--- src/rtl/core/nearest_neighbor_image_rotate_assert.svh ---
// assertion macros used by the rotation core controller
`ifndef NEAREST_NEIGHBOR_IMAGE_ROTATE_ASSERT_SVH
`define NEAREST_NEIGHBOR_IMAGE_ROTATE_ASSERT_SVH

// property checked on every clock edge outside reset
`define NNIR_ASSERT(lbl, clk, rst_n, prop) \
	lbl: assert property (@(posedge clk) disable iff (!rst_n) (prop)) \
		else $error("nnir assertion failed");

// property checked on every clock edge, reset included
`define NNIR_ASSERT_ALWAYS(lbl, clk, prop) \
	lbl: assert property (@(posedge clk) (prop)) \
		else $error("nnir assertion failed");

`endif

--- src/rtl/core/nnir_pkg.sv ---
// types, constants and codes of the rotation core
package nnir_pkg;

	localparam int MAX_WIDTH  = 256;
	localparam int MAX_HEIGHT = 256;
	localparam int DEPTH      = MAX_WIDTH * MAX_HEIGHT;
	localparam int ADDR_W     = $clog2(DEPTH);

	localparam int COORD_W = 8;
	localparam int PIX_W   = 8;
	localparam int DIM_W   = 9;
	localparam int TRIG_W  = 16;
	localparam int FRAC_W  = 14;
	localparam int SHIFT_W = FRAC_W + 1;
	localparam int OFS_W   = DIM_W + 2;
	localparam int PROD_W  = OFS_W + TRIG_W;
	localparam int ACC_W   = PROD_W + 2;
	localparam int POS_W   = ACC_W - SHIFT_W;
	localparam int CFG_IDX_W  = 2;
	localparam int CFG_DATA_W = 16;

	localparam logic [DIM_W-1:0] MAX_W_D = DIM_W'(MAX_WIDTH);
	localparam logic [DIM_W-1:0] MAX_H_D = DIM_W'(MAX_HEIGHT);
	localparam logic signed [ACC_W-1:0] TRUNC_BIAS = ACC_W'((1 << SHIFT_W) - 1);

	localparam logic [DIM_W-1:0]         RST_WIDTH  = DIM_W'(256);
	localparam logic [DIM_W-1:0]         RST_HEIGHT = DIM_W'(256);
	localparam logic signed [TRIG_W-1:0] RST_SIN    = TRIG_W'(0);
	localparam logic signed [TRIG_W-1:0] RST_COS    = TRIG_W'(16384);

	typedef enum logic {
		OP_WRITE = 1'b0,
		OP_READ  = 1'b1
	} op_t;

	typedef enum logic [CFG_IDX_W-1:0] {
		CFG_WIDTH  = 2'd0,
		CFG_HEIGHT = 2'd1,
		CFG_SIN    = 2'd2,
		CFG_COS    = 2'd3
	} cfg_idx_t;

	typedef enum logic [2:0] {
		ST_IDLE,
		ST_MUL,
		ST_SUM,
		ST_LOOK,
		ST_FETCH
	} state_t;

	typedef struct packed {
		logic capture;
		logic mul;
		logic sum;
		logic look;
		logic load;
	} cmd_t;

endpackage

--- src/rtl/core/nnir_ctrl.sv ---
// controller state machine of the rotation core
`include "nearest_neighbor_image_rotate_assert.svh"

module nnir_ctrl (
	input  logic               clk,
	input  logic               arst_n,
	input  logic               in_valid,
	input  logic               in_opcode,
	output logic               in_ready,
	input  logic               out_ready,
	output logic               out_valid,
	output nnir_pkg::cmd_t     cmd
);

	nnir_pkg::state_t state_q;
	nnir_pkg::state_t state_d;
	logic             out_valid_q;
	logic             accept;
	logic             out_free;

	assign accept   = in_valid && in_ready;
	assign out_free = !out_valid_q || out_ready;

	always_comb begin
		state_d = state_q;
		unique case (state_q)
			nnir_pkg::ST_IDLE: begin
				if (accept && in_opcode == nnir_pkg::OP_READ) begin
					state_d = nnir_pkg::ST_MUL;
				end
			end
			nnir_pkg::ST_MUL:  state_d = nnir_pkg::ST_SUM;
			nnir_pkg::ST_SUM:  state_d = nnir_pkg::ST_LOOK;
			nnir_pkg::ST_LOOK: state_d = nnir_pkg::ST_FETCH;
			nnir_pkg::ST_FETCH: begin
				if (out_free) begin
					state_d = nnir_pkg::ST_IDLE;
				end
			end
			default: state_d = nnir_pkg::ST_IDLE;
		endcase
	end

	always_comb begin
		in_ready    = 1'b0;
		cmd         = '0;
		unique case (state_q)
			nnir_pkg::ST_IDLE: begin
				in_ready    = 1'b1;
				cmd.capture = in_valid;
			end
			nnir_pkg::ST_MUL:   cmd.mul  = 1'b1;
			nnir_pkg::ST_SUM:   cmd.sum  = 1'b1;
			nnir_pkg::ST_LOOK:  cmd.look = 1'b1;
			nnir_pkg::ST_FETCH: cmd.load = out_free;
			default: begin
				in_ready = 1'b0;
			end
		endcase
	end

	always_ff @(posedge clk or negedge arst_n) begin
		if (!arst_n) begin
			state_q     <= nnir_pkg::ST_IDLE;
			out_valid_q <= 1'b0;
		end else begin
			state_q <= state_d;
			if (cmd.load) begin
				out_valid_q <= 1'b1;
			end else if (out_ready) begin
				out_valid_q <= 1'b0;
			end
		end
	end

	assign out_valid = out_valid_q;

	`NNIR_ASSERT(a_read_starts_math, clk, arst_n,
		(accept && in_opcode == nnir_pkg::OP_READ) |=> state_q == nnir_pkg::ST_MUL)
	`NNIR_ASSERT(a_write_stays_idle, clk, arst_n,
		(accept && in_opcode == nnir_pkg::OP_WRITE) |=> state_q == nnir_pkg::ST_IDLE)
	`NNIR_ASSERT(a_math_sequence, clk, arst_n,
		state_q == nnir_pkg::ST_MUL |=> state_q == nnir_pkg::ST_SUM
			##1 state_q == nnir_pkg::ST_LOOK ##1 state_q == nnir_pkg::ST_FETCH)
	`NNIR_ASSERT(a_fetch_delivers, clk, arst_n,
		(state_q == nnir_pkg::ST_FETCH && out_free)
			|=> (out_valid_q && state_q == nnir_pkg::ST_IDLE))
	`NNIR_ASSERT_ALWAYS(a_load_only_when_free, clk,
		!(cmd.load && out_valid_q && !out_ready))

endmodule

--- config.mk ---
export PLATFORM = sky130hd
export DESIGN_NAME = nnir_ctrl
export DESIGN_NICKNAME = d
export VERILOG_FILES = /design/src/rtl/core/nnir_pkg.sv /design/src/rtl/core/nnir_ctrl.sv
export VERILOG_INCLUDE_DIRS = /design/src /design/src/rtl/core
export SDC_FILE = /design/constraint.sdc
export NUM_CORES = 1
export LEC_CHECK = 0
export ABC_AREA = 0
export BUFFER_PORTS_ARGS = -buffer_cell sky130_fd_sc_hd__clkbuf_2
export CAP_MARGIN = 20
export CELL_PAD_IN_SITES_DETAIL_PLACEMENT = 0
export CELL_PAD_IN_SITES_GLOBAL_PLACEMENT = 1
export CORE_AREA = 2 2 39 41
export DETAILED_ROUTE_END_ITERATION = 10
export DIE_AREA = 0 0 41 43
export GPL_TIMING_DRIVEN = 0
export PLACE_DENSITY = 0.52
export REMOVE_ABC_BUFFERS = 1
export SETUP_SLACK_MARGIN = 0.5
export SYNTH_ARGS = -nofsm -noshare
export SYNTH_HDL_FRONTEND = slang
export SYNTH_SLANG_ARGS = --single-unit
--- constraint.sdc ---
create_clock -name clk -period 1.2 [get_ports clk]
set_input_delay 0.06 -clock clk [delete_from_list [all_inputs] [get_ports clk]]
set_output_delay 0.06 -clock clk [all_outputs]
set_load 0.05 [all_outputs]
---- Word level (Yosys, flattened, before mapping) ----
Cells that the tools add are included.
cells by class
  equal/unequal tests ..................... 6
  muxes and demuxes ....................... 11
  reduce and logical (&&, ||, !) cells .... 7
operators with widths
  cell                  number
  $pmux W3 S5           1
  $mux W1               8
  $eq A3 B2 Y1 const B  2
  $mux W3               2
  $ne A2 B2 Y1 const B  2
  $eq A3 B1 Y1 const B  1
  $eq A3 B3 Y1 const B  1
  $logic_not A3 Y1      1
  $logic_and A1 B1 Y1   2
  $reduce_and A2 Y1     1
  $reduce_bool A2 Y1    1
  $logic_not A1 Y1      1
  $logic_or A1 B1 Y1    1
storage, ports and cells
  bits in registers ....................... 4
  bits of input ports ..................... 5
  output and inout port bits .............. 7
  word-level logic and storage cells ...... 26

---- Depth between registers and ports, before layout ----
  depth after elaboration ................. 6
  gate-level depth with buffers ........... 3
  depth with buffers taken out ............ 2

---- Worst setup path after synthesis ----
No wires, ideal clock.
  path type ............................... register to output
  start ................................... register state_q[0]
  end ..................................... output port cmd[4] (netlist bit)
  data arrival time ....................... 1.998 ns
  data required time ...................... 1.140 ns
  setup slack ............................. -0.858 ns
  stages on the path, launching flop included .. 4
  path buffers ............................ 1
  cell sequence ........................... dfrtp_1 -> nor3_1 -> and2_1 -> buf_4
RTL lines
  what                    line             source
  start, declared         nnir_ctrl.sv:15  nnir_pkg::state_t state_q;
  start signal, assigned  nnir_ctrl.sv:64  state_q <= nnir_pkg::ST_IDLE;
  start signal, assigned  nnir_ctrl.sv:67  state_q <= state_d;
  end, declared           nnir_ctrl.sv:12  output nnir_pkg::cmd_t cmd

==> impl_metrics.ini <==
[run_status]
status = finished, violations left
violations = setup timing

[timing]
tightest_slew_ns = 0.1722
finalSetupViolations = 7
slew_headroom = 0.8851
fin_crit_sh = 1.180
period_minus_slack_ns = 1.416
setup_tns_ns = -0.9624
rsz0062_at_grt = yes
slew_violations = 0
fmax_mhz = 706.2
layout_setup_ws_ns = -0.2160
hold_viol = 0
hold_ws_ns = 0.1211
clock_skew_ns = 0.0007631

[hold_path]
hp-class = input port to flop

[placed_design]
hpwl_um = 325
dpl_cell_area_um2 = 274.0
gp_congestion = 0.5441
io_buffer_count = 11
pre_cts_slack_ns = -0.1148

[synthesis]
synth_xor_area_frac = 0.04094
muxShareOfSynthArea = 0
synth-simple-area-share = 0.3450
yosys_warnings = 0
avgSynthCellArea_um2 = 10.70
synth-compound-area-share = 0.07602
synthCells = 20
ys_types = 14
synth_top_family_by_area = simple AND/OR/NAND/NOR gates
synth_fa_ha_area_frac = 0
ys_seq_area_frac = 0.4678
synth-seq-cells = 4
netlist_area_um2 = 214.0

[die]
io_pins = 12
coreArea_um2 = 1384
die_w_um = 41
fp.dieH_um = 43
die_area_um2 = 1763
num_rows = 14
start_util = 0.1546

[grt]
grt_remaining_overflow = 0
grt.total_usage = 0.1028
grt_pass1_vias = 261
grt_max_degree = 5
grt_pass1_wl_um = 1083
grt_antenna_before_repair = 0

[power_and_ir_drop]
p_leak_nw = 0.2718
switching_power_mw = 0.8389
p_int_mw = 1.072
vdd_ir_drop_max_v = 0.001939
pwr-share-seq = 0.140
power_frac_comb = 0.771
finalPower_mw = 1.911
p_clk_frac = 0.089
power_density_nw_per_um2 = 3402
netSwitchingFraction = 0.4390

[layout]
syn2layout_area_growth_pct = 162.6
finish.instance_area_um2 = 561.8
drive_above_1_share = 0.8696
final_common_cell = buf_4
num_antenna_cells = 0
final_cell_mix = buf_4, buf_8, buf_6
fin_nets = 53

[setup_path]
crit_arrival_ns = 1.36
slowest_delay_ns = 0.42
path_class = flop to output port
crit_fanout = 4
cp-end-kind = output port
crit_chain = or3b_4 -> nor2b_4 -> buf_8
critPathLaunchType = flop
cp.required_ns = 1.14
critical-path-slowest-cell = dfrtp_2

[cts]
clock_latency_ns = 0.23
cts.clk_slew.worst_paths_ns = 0.04
cts_tree = built
cts_made_buffers = 3
clk_path_buf_depth = 2
htreeDepth = 1
cts_root_buf = clkbuf_4
clkSinkCount = 4

[detailed_routing]
ant_nets = 0
wl_um = 725
wl_per_cell_um = 11.69
routed_via_density = 4.081
drt_iter0_drc = 1
route.detailed.drc = 0
vias = 253
first_pass_iters = 2

[job]
cap_viol_max_count = 0
[critical path, delay by kind of cell (launching register included)]
family	cells	cell delay (ns)
simple gates	2	0.55
flops	1	0.42
buf+inv	1	0.15
[cell type report]
| cell class | instances | area [um2] |
|---|---|---|
| Fill cell | 140 | 822.0 |
| Timing Repair Buffer | 25 | 251.5 |
| Multi-Input combinational cell | 14 | 165.2 |
| Sequential cell | 4 | 102.6 |
| Clock buffer | 3 | 22.52 |
| Tap cell | 16 | 20.02 |
[synthesized netlist by cell type]
cell type | number | area share
a21oi_1 | 1 | 0.023
and2_1 | 1 | 0.029
and3b_1 | 1 | 0.041
buf_4 | 2 | 0.070
dfrtp_1 | 4 | 0.47
nand2_1 | 1 | 0.018
nand2b_1 | 1 | 0.029
nor2_1 | 1 | 0.018
nor2b_2 | 1 | 0.041
nor3_1 | 2 | 0.047
nor3b_1 | 2 | 0.070
o21bai_2 | 1 | 0.053
or3b_4 | 1 | 0.053
xnor2_1 | 1 | 0.041
[final timing paths]
| check | slack [ns] | from | end | cells past startpoint |
|---|---|---|---|---|
| max | -0.22 | state_q[0] | cmd[0] | 3 |
| min | 0.12 | in_opcode | state_q[0] | 3 |
| max reg2reg | -0.17 | state_q[0] | state_q[2] | 5 |
| min reg2reg | 0.60 | out_valid | out_valid | 2 |
| max in group asynchronous | 0.90 | arst_n | state_q[1] | 2 |
| min in group asynchronous | 0.16 | arst_n | state_q[0] | 2 |
[cells by family after synthesis]
| logic type | count (synthesis) |
|---|---|
| buf+inv | 2 |
| flops | 4 |
| compound gates | 2 |
| simple gates | 11 |
| xor+xnor | 1 |
[registers in the layout, indices dropped and copies added, names as in the netlist]
| register | count |
|---|---|
| out_valid | 1 |
| state_q | 3 |
[routing by layer]
metal / vias to the layer above / track usage / wire [um]
met3: 0 / 0.09424 / 79
met1: 119 / 0.09121 / 232
met4: 0 / 0.04000 / 0
li1: 120 / - / -
met5: - / 0 / 0
met2: 14 / 0.1563 / 413
[through the flow]
step                      instances  utilization
after detailed placement         45       0.1980
after floorplan                  18            -
after CTS                        59       0.3481
after global placement           45       0.1980
final                            62       0.4060
after global routing             62       0.4060
[repair_timing]
action,4_1_cts,5_1_grt
hold endpoints to repair,4,0
gates resized for setup,23,18
pin swaps,4,5
setup endpoints to repair,11,11
hold buffers,1,0
buffers inserted,10,3
[power groups by stage]
| stage | clock [mW] | sequential, mW | combinational (mW) |
|---|---|---|---|
| 2_1_floorplan | 0 | 0.313 | 0.491 |
| 3_3_place_gp | 0 | 0.276 | 0.652 |
| 3_5_place_dp | 0 | 0.283 | 0.656 |
| 4_1_cts | 0.176 | 0.265 | 1.16 |
| 5_1_grt | 0.185 | 0.279 | 1.55 |
| 6_report | 0.170 | 0.268 | 1.47 |
Power figures use the tool's default switching activity.
